==> src/hw/rtl/spq_pkg.sv <==
// Package for the strict-priority three-level queue.
// Holds the command and status codes, default parameters and the result bundle.
// No dependencies.
`default_nettype none

package spq_pkg;

    // Number of priority levels and fixed port widths.
    localparam int LEVELS      = 3;
    localparam int LEVEL_BITS  = 2;
    localparam int VALUE_BITS  = 16;

    // Default parameter values for the top level.
    localparam int QUEUE_DEPTH_DEF = 8;
    localparam int DATA_BITS_DEF   = 16;

    // Command codes.
    typedef enum logic {
        CMD_PUSH = 1'b0,
        CMD_POP  = 1'b1
    } t_cmd;

    // Status codes reported with each result.
    typedef enum logic [1:0] {
        STAT_OK    = 2'd0,
        STAT_OVER  = 2'd1,
        STAT_UNDER = 2'd2
    } t_status;

    // Result bundle registered by the controller in the cycle after a beat.
    typedef struct packed {
        logic                  valid;
        logic                  pop_hit;
        logic [LEVEL_BITS-1:0] level;
        t_status               status;
    } t_result;

endpackage

`default_nettype wire

==> src/hw/rtl/strict_priority_three_queue.sv <==
// Strict-priority three-level queue: push to a level, pop from the lowest-numbered non-empty level.
// The result strobe follows in the cycle after the start beat.
// Throughput: one beat per cycle; busy stays low, as the single memory has a write
// and a read port and each beat touches at most one of them.
// Reset clears pointers and counts; the data memory is not cleared.
// The receiver cannot stall: each result is shown for exactly one cycle.
`default_nettype none

module strict_priority_three_queue #(
    parameter int QUEUE_DEPTH = spq_pkg::QUEUE_DEPTH_DEF,
    parameter int DATA_BITS   = spq_pkg::DATA_BITS_DEF
) (
    input  wire logic                                 i_clk,
    input  wire logic                                 i_rst_n,
    input  wire logic                                 start,
    output logic                                      busy,
    input  wire logic                                 i_cmd,
    input  wire logic [spq_pkg::LEVEL_BITS-1:0]       i_level,
    input  wire logic [spq_pkg::VALUE_BITS-1:0]       i_value,
    output logic                                      o_valid,
    output logic [spq_pkg::VALUE_BITS-1:0]            o_data_out,
    output logic [spq_pkg::LEVEL_BITS-1:0]            o_served_level,
    output logic [1:0]                                o_status
);

    localparam int SLOT_BITS = (QUEUE_DEPTH > 1) ? $clog2(QUEUE_DEPTH) : 1;
    localparam int ADDR_BITS = spq_pkg::LEVEL_BITS + SLOT_BITS;
    localparam int WORD_BITS = (DATA_BITS < spq_pkg::VALUE_BITS) ? DATA_BITS
                                                                 : spq_pkg::VALUE_BITS;

    logic                 beat;
    logic                 wr_en;
    logic [ADDR_BITS-1:0] wr_addr;
    logic [WORD_BITS-1:0] wr_data;
    logic                 rd_en;
    logic [ADDR_BITS-1:0] rd_addr;
    logic [WORD_BITS-1:0] rd_data;
    spq_pkg::t_result     result;

    // Every cycle can take a beat.
    assign busy = 1'b0;
    assign beat = start && !busy;

    spq_ctrl #(
        .QUEUE_DEPTH (QUEUE_DEPTH),
        .WORD_BITS   (WORD_BITS),
        .SLOT_BITS   (SLOT_BITS)
    ) u_ctrl (
        .i_clk     (i_clk),
        .i_rst_n   (i_rst_n),
        .i_beat    (beat),
        .i_cmd     (i_cmd),
        .i_level   (i_level),
        .i_word    (i_value[WORD_BITS-1:0]),
        .o_wr_en   (wr_en),
        .o_wr_addr (wr_addr),
        .o_wr_data (wr_data),
        .o_rd_en   (rd_en),
        .o_rd_addr (rd_addr),
        .o_result  (result)
    );

    spq_store #(
        .ADDR_BITS (ADDR_BITS),
        .WORD_BITS (WORD_BITS)
    ) u_store (
        .i_clk     (i_clk),
        .i_wr_en   (wr_en),
        .i_wr_addr (wr_addr),
        .i_wr_data (wr_data),
        .i_rd_en   (rd_en),
        .i_rd_addr (rd_addr),
        .o_rd_data (rd_data)
    );

    // Popped data only shows on a successful pop; pushes and errors report zero.
    assign o_valid        = result.valid;
    assign o_data_out     = result.pop_hit ? spq_pkg::VALUE_BITS'(rd_data) : '0;
    assign o_served_level = result.level;
    assign o_status       = result.status;

endmodule

`default_nettype wire

==> src/hw/rtl/spq_store.sv <==
// Data memory shared by the three queues, one region per level.
// Synchronous write, registered synchronous read. Depends on nothing.
`default_nettype none

module spq_store #(
    parameter int ADDR_BITS = 5,
    parameter int WORD_BITS = 16
) (
    input  wire logic                 i_clk,
    input  wire logic                 i_wr_en,
    input  wire logic [ADDR_BITS-1:0] i_wr_addr,
    input  wire logic [WORD_BITS-1:0] i_wr_data,
    input  wire logic                 i_rd_en,
    input  wire logic [ADDR_BITS-1:0] i_rd_addr,
    output logic      [WORD_BITS-1:0] o_rd_data
);

    localparam int WORDS = 1 << ADDR_BITS;

    logic [WORD_BITS-1:0] r_mem [0:WORDS-1];
    logic [WORD_BITS-1:0] r_rd_data;

    // Write port.
    always_ff @(posedge i_clk) begin
        if (i_wr_en) begin
            r_mem[i_wr_addr] <= i_wr_data;
        end
    end

    // Registered read port.
    always_ff @(posedge i_clk) begin
        if (i_rd_en) begin
            r_rd_data <= r_mem[i_rd_addr];
        end
    end

    assign o_rd_data = r_rd_data;

endmodule

`default_nettype wire

==> src/hw/rtl/spq_ctrl.sv <==
// Queue controller: head pointers, fill counts, priority pick and memory addressing.
// Depends on spq_pkg.
`default_nettype none

module spq_ctrl #(
    parameter int QUEUE_DEPTH = spq_pkg::QUEUE_DEPTH_DEF,
    parameter int WORD_BITS   = spq_pkg::DATA_BITS_DEF,
    parameter int SLOT_BITS   = (QUEUE_DEPTH > 1) ? $clog2(QUEUE_DEPTH) : 1
) (
    input  wire logic                              i_clk,
    input  wire logic                              i_rst_n,
    input  wire logic                              i_beat,
    input  wire logic                              i_cmd,
    input  wire logic [spq_pkg::LEVEL_BITS-1:0]    i_level,
    input  wire logic [WORD_BITS-1:0]              i_word,
    output logic                                   o_wr_en,
    output logic [spq_pkg::LEVEL_BITS+SLOT_BITS-1:0] o_wr_addr,
    output logic [WORD_BITS-1:0]                   o_wr_data,
    output logic                                   o_rd_en,
    output logic [spq_pkg::LEVEL_BITS+SLOT_BITS-1:0] o_rd_addr,
    output spq_pkg::t_result                       o_result
);

    localparam int LEVELS     = spq_pkg::LEVELS;
    localparam int COUNT_BITS = $clog2(QUEUE_DEPTH + 1);

    logic [SLOT_BITS-1:0]  r_head  [0:LEVELS-1];
    logic [COUNT_BITS-1:0] r_count [0:LEVELS-1];
    logic [SLOT_BITS-1:0]  n_head  [0:LEVELS-1];
    logic [COUNT_BITS-1:0] n_count [0:LEVELS-1];
    spq_pkg::t_result      r_result;
    spq_pkg::t_result      n_result;

    logic                           is_push;
    logic                           level_ok;
    logic                           push_ok;
    logic                           pop_found;
    logic [spq_pkg::LEVEL_BITS-1:0] pop_level;
    logic [SLOT_BITS:0]             tail_sum;
    logic [SLOT_BITS-1:0]           tail_slot;
    logic [SLOT_BITS-1:0]           pop_head;
    logic [SLOT_BITS-1:0]           pop_head_next;

    // Push checks: the level must exist and its queue must have room.
    always_comb begin
        is_push  = (i_cmd == spq_pkg::CMD_PUSH);
        level_ok = (i_level < spq_pkg::LEVEL_BITS'(LEVELS));
        push_ok  = is_push && level_ok
                   && (r_count[i_level] != COUNT_BITS'(QUEUE_DEPTH));
    end

    // Tail slot of the pushed level, wrapped into the ring.
    always_comb begin
        tail_sum = (SLOT_BITS+1)'(r_head[i_level])
                 + (SLOT_BITS+1)'(r_count[i_level][SLOT_BITS-1:0]);
        if (tail_sum >= (SLOT_BITS+1)'(QUEUE_DEPTH)) begin
            tail_sum = tail_sum - (SLOT_BITS+1)'(QUEUE_DEPTH);
        end
        tail_slot = tail_sum[SLOT_BITS-1:0];
    end

    // Pop picks the lowest-numbered non-empty level.
    always_comb begin
        pop_found = 1'b0;
        pop_level = '0;
        for (int i = LEVELS - 1; i >= 0; i--) begin
            if (r_count[i] != '0) begin
                pop_found = 1'b1;
                pop_level = spq_pkg::LEVEL_BITS'(i);
            end
        end
        pop_head = r_head[pop_level];
        if (pop_head == SLOT_BITS'(QUEUE_DEPTH - 1)) begin
            pop_head_next = '0;
        end else begin
            pop_head_next = pop_head + 1'b1;
        end
    end

    // Memory requests for the current beat.
    always_comb begin
        o_wr_en   = i_beat && push_ok;
        o_wr_addr = {i_level, tail_slot};
        o_wr_data = i_word;
        o_rd_en   = i_beat && !is_push && pop_found;
        o_rd_addr = {pop_level, pop_head};
    end

    // Pointer and count updates, plus the result of this beat.
    always_comb begin
        for (int i = 0; i < LEVELS; i++) begin
            n_head[i]  = r_head[i];
            n_count[i] = r_count[i];
        end
        n_result         = '0;
        n_result.valid   = i_beat;
        n_result.status  = spq_pkg::STAT_OK;
        if (i_beat) begin
            if (is_push) begin
                if (push_ok) begin
                    n_count[i_level] = r_count[i_level] + 1'b1;
                    n_result.level   = i_level;
                end else begin
                    n_result.status = spq_pkg::STAT_OVER;
                    n_result.level  = level_ok ? i_level : '0;
                end
            end else if (pop_found) begin
                n_head[pop_level]  = pop_head_next;
                n_count[pop_level] = r_count[pop_level] - 1'b1;
                n_result.level     = pop_level;
                n_result.pop_hit   = 1'b1;
            end else begin
                n_result.status = spq_pkg::STAT_UNDER;
            end
        end
    end

    // State registers.
    always_ff @(posedge i_clk) begin
        if (!i_rst_n) begin
            for (int i = 0; i < LEVELS; i++) begin
                r_head[i]  <= '0;
                r_count[i] <= '0;
            end
            r_result <= '0;
        end else begin
            for (int i = 0; i < LEVELS; i++) begin
                r_head[i]  <= n_head[i];
                r_count[i] <= n_count[i];
            end
            r_result <= n_result;
        end
    end

    assign o_result = r_result;

endmodule

`default_nettype wire
==> config.mk <==
export PLATFORM = sky130hd
export DESIGN_NAME = strict_priority_three_queue
export DESIGN_NICKNAME = d
export VERILOG_FILES = /design/src/hw/rtl/spq_pkg.sv /design/src/hw/rtl/strict_priority_three_queue.sv /design/src/hw/rtl/spq_store.sv /design/src/hw/rtl/spq_ctrl.sv
export SDC_FILE = /design/constraint.sdc
export NUM_CORES = 1
export LEC_CHECK = 0
export BUFFER_PORTS_ARGS = -buffer_cell sky130_fd_sc_hd__buf_2
export CORE_UTILIZATION = 40
export CTS_CLUSTER_DIAMETER = 60
export DETAILED_ROUTE_END_ITERATION = 16
export GPL_ROUTABILITY_DRIVEN = 0
export PLACE_DENSITY_LB_ADDON = 0.12
export SYNTH_ARGS = -nofsm -noshare
export SYNTH_HDL_FRONTEND = slang
export SYNTH_HIERARCHICAL = 1
export SYNTH_SLANG_ARGS = --single-unit
==> constraint.sdc <==
create_clock -name i_clk -period 7.4 [get_ports i_clk]
set_input_delay 1.48 -clock i_clk [delete_from_list [all_inputs] [get_ports i_clk]]
set_output_delay 1.48 -clock i_clk [all_outputs]
set_load 0.02 [all_outputs]
==> flow_metrics.py, run 1 <==
metrics = {
    "global_routing": {
        "grt_antenna_before_repair": 0,
        "grt_max_degree": 126,
        "overflow": 0,
        "grt_pass1_vias": 12000,
        "grt_pass1_wl_mm": 83.3,
        "grt_usage_pct": 20.3,
    },
    "timing": {
        "fin_crit_sh_pct": 66.3,
        "final-setup-viol-count": 0,
        "timing.slew.headroom_pct": 23.6,
        "worst_slack_ns": 2.49,
        "max_freq_ghz": 0.204,
        "worstMarginPinSlew_ns": 1.14,
        "finalSetupTns_ns": 0,
        "maxSlewViolCount": 0,
        "post-route-min-period_ns": 4.91,
        "finClkSkew_ns": 0.0262,
        "final_hold_viol_count": 0,
        "rsz0062_at_grt": "false",
    },
    "critical_path": {
        "r2r-start": "u_ctrl/r_count[1][1]",
        "critPathLaunchType": "flop",
        "ff2ff_setup_slack_ns": 2.49,
        "r2r-end": "u_store/o_rd_data[5]",
        "critPathArrivalTime_ns": 5.22,
        "crit_type": "reg -> reg",
        "reg2reg_depth": 11,
        "end_kind": "flop",
        "required_ns": 7.72,
        "cp_max_fo": 33,
    },
    "routing": {
        "vias_per_cell": 5.45,
        "route.antenna.remaining_nets": 0,
        "vias": 12200,
        "drc": 0,
        "drt_first_pass_iters": 5,
        "drt-total-wl_mm": 58.4,
        "wl_per_cell_microns": 26.1,
        "drt_iter0_drc": 1100,
    },
    "yosys": {
        "yosys_warnings": 6,
        "synth_flop_cell": "edfxtp_1",
        "synth-edff-count": 528,
        "synthDistinctLibCells": 69,
        "synthCells": 1408,
        "synth_xor_area_share_pct": 0.269,
        "synthAdderAreaFrac_pct": 0.417,
        "syn_nets": 1437,
        "syn_area_sq_um": 22800,
        "synth_area_leaders": "edfxtp_1 (69%), mux2i_1 (12%), dfxtp_1 (2.4%), a22oi_1 (2.1%), buf_4 (1.3%)",
        "synth_top_family_by_area": "multiplexers",
        "yosys.area_share.simple_pct": 5.65,
        "ys_ff_latch": 555,
        "ys_seq_area_share_pct": 71.8,
        "synth_compound_gate_area_share_pct": 6.34,
        "async_flop_share_pct": 0,
        "synth_top_cell_area_share_pct": 69.5,
        "yosys.area.top_type": "edfxtp_1",
        "synth_mux_area_share_pct": 11.9,
        "syn_avg_cell_area_sq_um": 16.2,
    },
    "placement": {
        "port_buffers": 42,
        "dpl.cell_count": 2124,
        "hpwl_mm": 33.7,
        "pre_cts_slack_ns": 1.93,
    },
    "clocking": {
        "clockBufferDepth": 3,
        "cts-root-buf": "clkbuf_16",
        "htreeDepth": 2,
        "path_clk_slew_ns": 0.06,
        "post_cts_buffers": 0,
        "holdBufCountCts": 0,
        "cts_buffers": 60,
        "cts_tree": "done",
        "cts.repair.resized": 0,
        "clk_latency_ns": 0.63,
        "cts_sinks": 555,
    },
    "pwr": {
        "internal-power_uw": 5380,
        "p_comb_share_pct": 8.1,
        "power.share.switching_pct": 23.1,
        "power.total_uw": 7000,
        "vdd_drop_max_mv": 0.186,
        "p_switching_uw": 1620,
        "pwr-share-seq_pct": 49.7,
        "p_clk_share_pct": 42.2,
        "powerDensity_nw_per_um2": 276,
        "leakage_uw": 0.00783,
    },
    "hold_path": {
        "timing.hold.worst_endpoint": "u_ctrl/r_head[1][2]",
        "whs_path_depth": 2,
        "hp-start": "u_ctrl/r_head[1][2]",
        "min_path_type": "reg -> reg",
    },
    "floorplanning": {
        "ioPinCount": 44,
        "die_h_microns": 241,
        "core_area_sq_um": 56400,
        "start_util_pct": 40.5,
        "die_x_microns": 241,
        "fp.dieArea_sq_um": 58000,
        "num_rows": 87,
    },
    "layout": {
        "final_cell_mix": "edfxtp_1 (528), mux2i_1 (265), nand2_1 (65)",
        "layout_commonest_cell": "edfxtp_1",
        "register_area_sq_um": 16400,
        "final_cells": 2236,
        "fin_util_pct": 45.0,
        "multi_input_area_sq_um": 5690,
        "drive_above_1_share_pct": 13.8,
        "fin_nets": 1459,
        "syn_to_final_growth_pct": 11.3,
        "n_fill_cell": 5033,
    },
    "status": {
        "status": "finished, final reports clean",
    },
    "run": {
        "maxCapViolCount": 0,
    },
}
## cell usage after synthesis, types with 3 or more instances
master and instances:
a21boi_0 5, a21boi_1 3, a21oi_1 41, a22o_1 33, a22oi_1 64, a31oi_1 16, and2_1 11, and2_2 12
buf_12 5, buf_2 23, buf_4 40, buf_6 10, buf_8 6, clkbuf_1 17, dfxtp_1 27, edfxtp_1 528
ha_1 6, inv_1 9, mux2_2 3, mux2i_1 265, nand2_1 65, nand2b_1 3, nand3_1 41, nand3b_1 7
nand4_1 18, nor2_1 49, nor2b_1 4, nor3_1 21, o21ai_0 8, o21ai_1 5, o22a_1 3, o22ai_1 10
or3b_2 4, xnor2_1 4, xor2_1 3
## metrics by stage
stage               area (sq um)  hold WS, ns
floorplan                  22800        0.444
global route               25400        0.521
finish                     25400        0.493
global placement           23500        0.474
detailed placement         23500        0.473
CTS                        25400        0.489
## metal layers
layer	share of wire (%)	track usage (%)
met1	43	26.6
met2	49	34.1
met3	5.0	3.55
met4	2.6	6.67
met5	0	0
## worst max-delay path by stage
| stage | startpoint | depth (start not counted) | slack (ns) | endpoint |
|---|---|---|---|---|
| 2_1_floorplan | i_level[0] | 11 | 2.94 | u_store/r_mem[12][0] |
| 3_3_place_gp | i_level[0] | 10 | 2.01 | u_store/r_mem[3][0] |
| 3_5_place_dp | i_level[0] | 10 | 1.93 | u_store/r_mem[11][13] |
| 4_1_cts | u_ctrl/r_count[1][1] | 11 | 2.55 | u_store/o_rd_data[0] |
| 5_1_grt | u_ctrl/r_count[1][1] | 11 | 2.31 | u_store/o_rd_data[5] |
| 6_report | u_ctrl/r_count[1][1] | 11 | 2.49 | u_store/o_rd_data[5] |
## area by class of cell
| type | instances | area share [%] |
|---|---|---|
| inverters | 10 | 0.148 |
| diodes | 1 | 0.00985 |
| flip-flops and latches | 555 | 64.6 |
| repair buffers | 62 | 1.52 |
| clock inverters | 28 | 1.12 |
| clock buffers | 83 | 6.54 |
| well taps | 756 | 3.72 |
| multi-input cells | 741 | 22.4 |
## worst max-delay path, stage by stage (launching register included)
cell,delay [ns]
dfxtp_1,0.42
or4_4,0.60
and2_1,0.17
buf_4,0.23
mux2i_1,0.15
a21oi_1,0.57
nor2b_4,0.88
buf_4,0.53
a22o_1,0.22
nor3_1,0.10
a31oi_1,0.44
nand3_1,0.24
## registers in the layout, indices dropped and copies added (netlist names)
signal,count
u_store/o_rd_data,16
u_ctrl/o_result,6
u_store/r_mem,512
u_ctrl/r_count,12
u_ctrl/r_head,9
## power by group through the flow
stage / Combinational, uW / Clock, uW / Sequential (uW)
floorplan: 403 / 0 / 3540
CTS: 567 / 3020 / 3480
detailed placement: 566 / 0 / 3540
global placement: 564 / 0 / 3540
global route: 599 / 3140 / 3480
finish: 565 / 2960 / 3480
## cells by family after synthesis
| group | count (synthesis) |
|---|---|
| AND/OR/NAND/NOR | 251 |
| XOR/XNOR | 7 |
| other | 1 |
| buffers and inverters | 112 |
| AO/OA/AOI/OAI | 206 |
| adder cells (fa/ha/maj) | 7 |
| multiplexers | 269 |
| flip-flops | 555 |
No activity file was read; power rests on OpenSTA's default activity.
==> run 2: changes to the inputs <==
==> constraint.sdc (replaced) <==
create_clock -name i_clk -period 4.15 [get_ports i_clk]
set_input_delay 0.83 -clock i_clk [delete_from_list [all_inputs] [get_ports i_clk]]
set_output_delay 0.83 -clock i_clk [all_outputs]
set_load 0.02 [all_outputs]
==> flow_metrics.py, run 2 (synthesis results as in run 1) <==
metrics = {
    "critical_path": {
        "ff2ff_setup_slack_ns": 0.48,
        "end_kind": "flop",
        "required_ns": 4.49,
        "critPathArrivalTime_ns": 4.02,
        "crit_start": "u_ctrl/r_count[1][1]",
        "r2r-start": "u_ctrl/r_count[1][1]",
        "crit_type": "reg -> reg",
        "cp_max_fo": 29,
        "critPathLaunchType": "flop",
    },
    "floorplanning": {
        "core_area_sq_um": 56400,
        "fp.dieArea_sq_um": 58000,
        "start_util_pct": 40.5,
        "ioPinCount": 44,
        "die_h_microns": 241,
        "num_rows": 87,
        "die_x_microns": 241,
    },
    "clocking": {
        "holdBufCountCts": 0,
        "clk_latency_ns": 0.63,
        "cts-root-buf": "clkbuf_16",
        "cts_sinks": 555,
        "cts_tree": "done",
        "clockBufferDepth": 3,
        "post_cts_buffers": 0,
        "path_clk_slew_ns": 0.06,
        "cts_buffers": 61,
        "htreeDepth": 2,
        "cts.repair.resized": 0,
    },
    "timing": {
        "worstMarginPinSlew_ns": 0.916,
        "final_hold_viol_count": 0,
        "final-setup-viol-count": 0,
        "fin_crit_sh_pct": 88.5,
        "finalSetupTns_ns": 0,
        "rsz0062_at_grt": "false",
        "maxSlewViolCount": 0,
        "worst_slack_ns": 0.477,
        "timing.slew.headroom_pct": 38.8,
        "post-route-min-period_ns": 3.67,
        "finClkSkew_ns": 0.0363,
        "max_freq_ghz": 0.272,
    },
    "global_routing": {
        "grt_pass1_vias": 12200,
        "grt_antenna_before_repair": 4,
        "grt_usage_pct": 20.4,
        "grt_max_degree": 40,
        "overflow": 0,
        "grt_pass1_wl_mm": 84.3,
    },
    "routing": {
        "vias": 12300,
        "route.antenna.remaining_nets": 0,
        "vias_per_cell": 5.37,
        "drt-total-wl_mm": 58.1,
        "drc": 0,
        "drt_iter0_drc": 962,
        "wl_per_cell_microns": 25.3,
        "drt_first_pass_iters": 6,
    },
    "pwr": {
        "vdd_drop_max_mv": 0.382,
        "power.total_uw": 12400,
        "powerDensity_nw_per_um2": 476,
        "leakage_uw": 0.00821,
    },
    "layout": {
        "n_antenna_cell": 0,
        "syn_to_final_growth_pct": 14.3,
        "largest_reg_flops": 512,
        "layout_commonest_cell": "edfxtp_1",
        "drive_above_1_share_pct": 17.3,
        "final_cell_mix": "edfxtp_1 (528), mux2i_1 (265), nand2_1 (65)",
        "fin_nets": 1521,
        "top_register": "u_store/r_mem",
    },
    "placement": {
        "pre_cts_slack_ns": 0.131,
        "hpwl_mm": 35.7,
        "port_buffers": 42,
    },
    "hold_path": {
        "min_path_type": "reg -> reg",
        "hp-start": "u_ctrl/r_head[1][1]",
    },
    "status": {
        "status": "finished, final reports clean",
    },
    "run": {
        "maxCapViolCount": 0,
    },
}
-- run 2: routing by layer --
layer,up-vias,track usage [%],wire (microns)
li1,5665,-,-
met3,89,3.91,3100
met2,345,33.4,28000
met1,6236,27.5,25400
met4,2,6.08,1500
met5,-,0,13
-- run 2: final timing paths --
check                               to  cells past startpoint
setup / recovery  u_store/o_rd_data[4]                      8
hold / removal     u_ctrl/r_head[1][1]                      2
setup reg to reg  u_store/o_rd_data[4]                      8
hold reg to reg    u_ctrl/r_head[1][1]                      2
-- run 2: report_power, final --
part           leakage, uW  total (uW)  internal [uW]  switching, uW
clock             0.000945        5160           2980           2180
sequential         0.00497        6200           6180           23.9
combinational      0.00230        1040            362            683
-- run 2: cell type report --
class | count | area [sq um]
Clock inverter | 40 | 327
Clock buffer | 74 | 1600
Tap cell | 756 | 946
Multi-Input combinational cell | 741 | 5690
Inverter | 10 | 37.5
Sequential cell | 555 | 16400
Fill cell | 4958 | 30300
Timing Repair Buffer | 123 | 1110
-- run 2: metrics by stage --
stage,instance area [sq um],std cells,utilization [%],hold slack (ns)
CTS,26100,2299,46.3,0.489
global route,26100,2299,46.3,0.515
finish,26100,2299,46.3,0.485
floorplan,22800,1408,-,0.444
global placement,24200,2185,42.9,0.476
detailed placement,24200,2185,42.9,0.481
-- run 2: worst max-delay path: stages, from the launching register on --
cell     delay (ns)
dfxtp_1        0.39
or4_4          0.60
o21ai_1        0.30
a22o_4         0.57
buf_12         0.28
mux2i_1        0.36
a22oi_1        0.20
a31oi_1        0.52
nand3_1        0.13
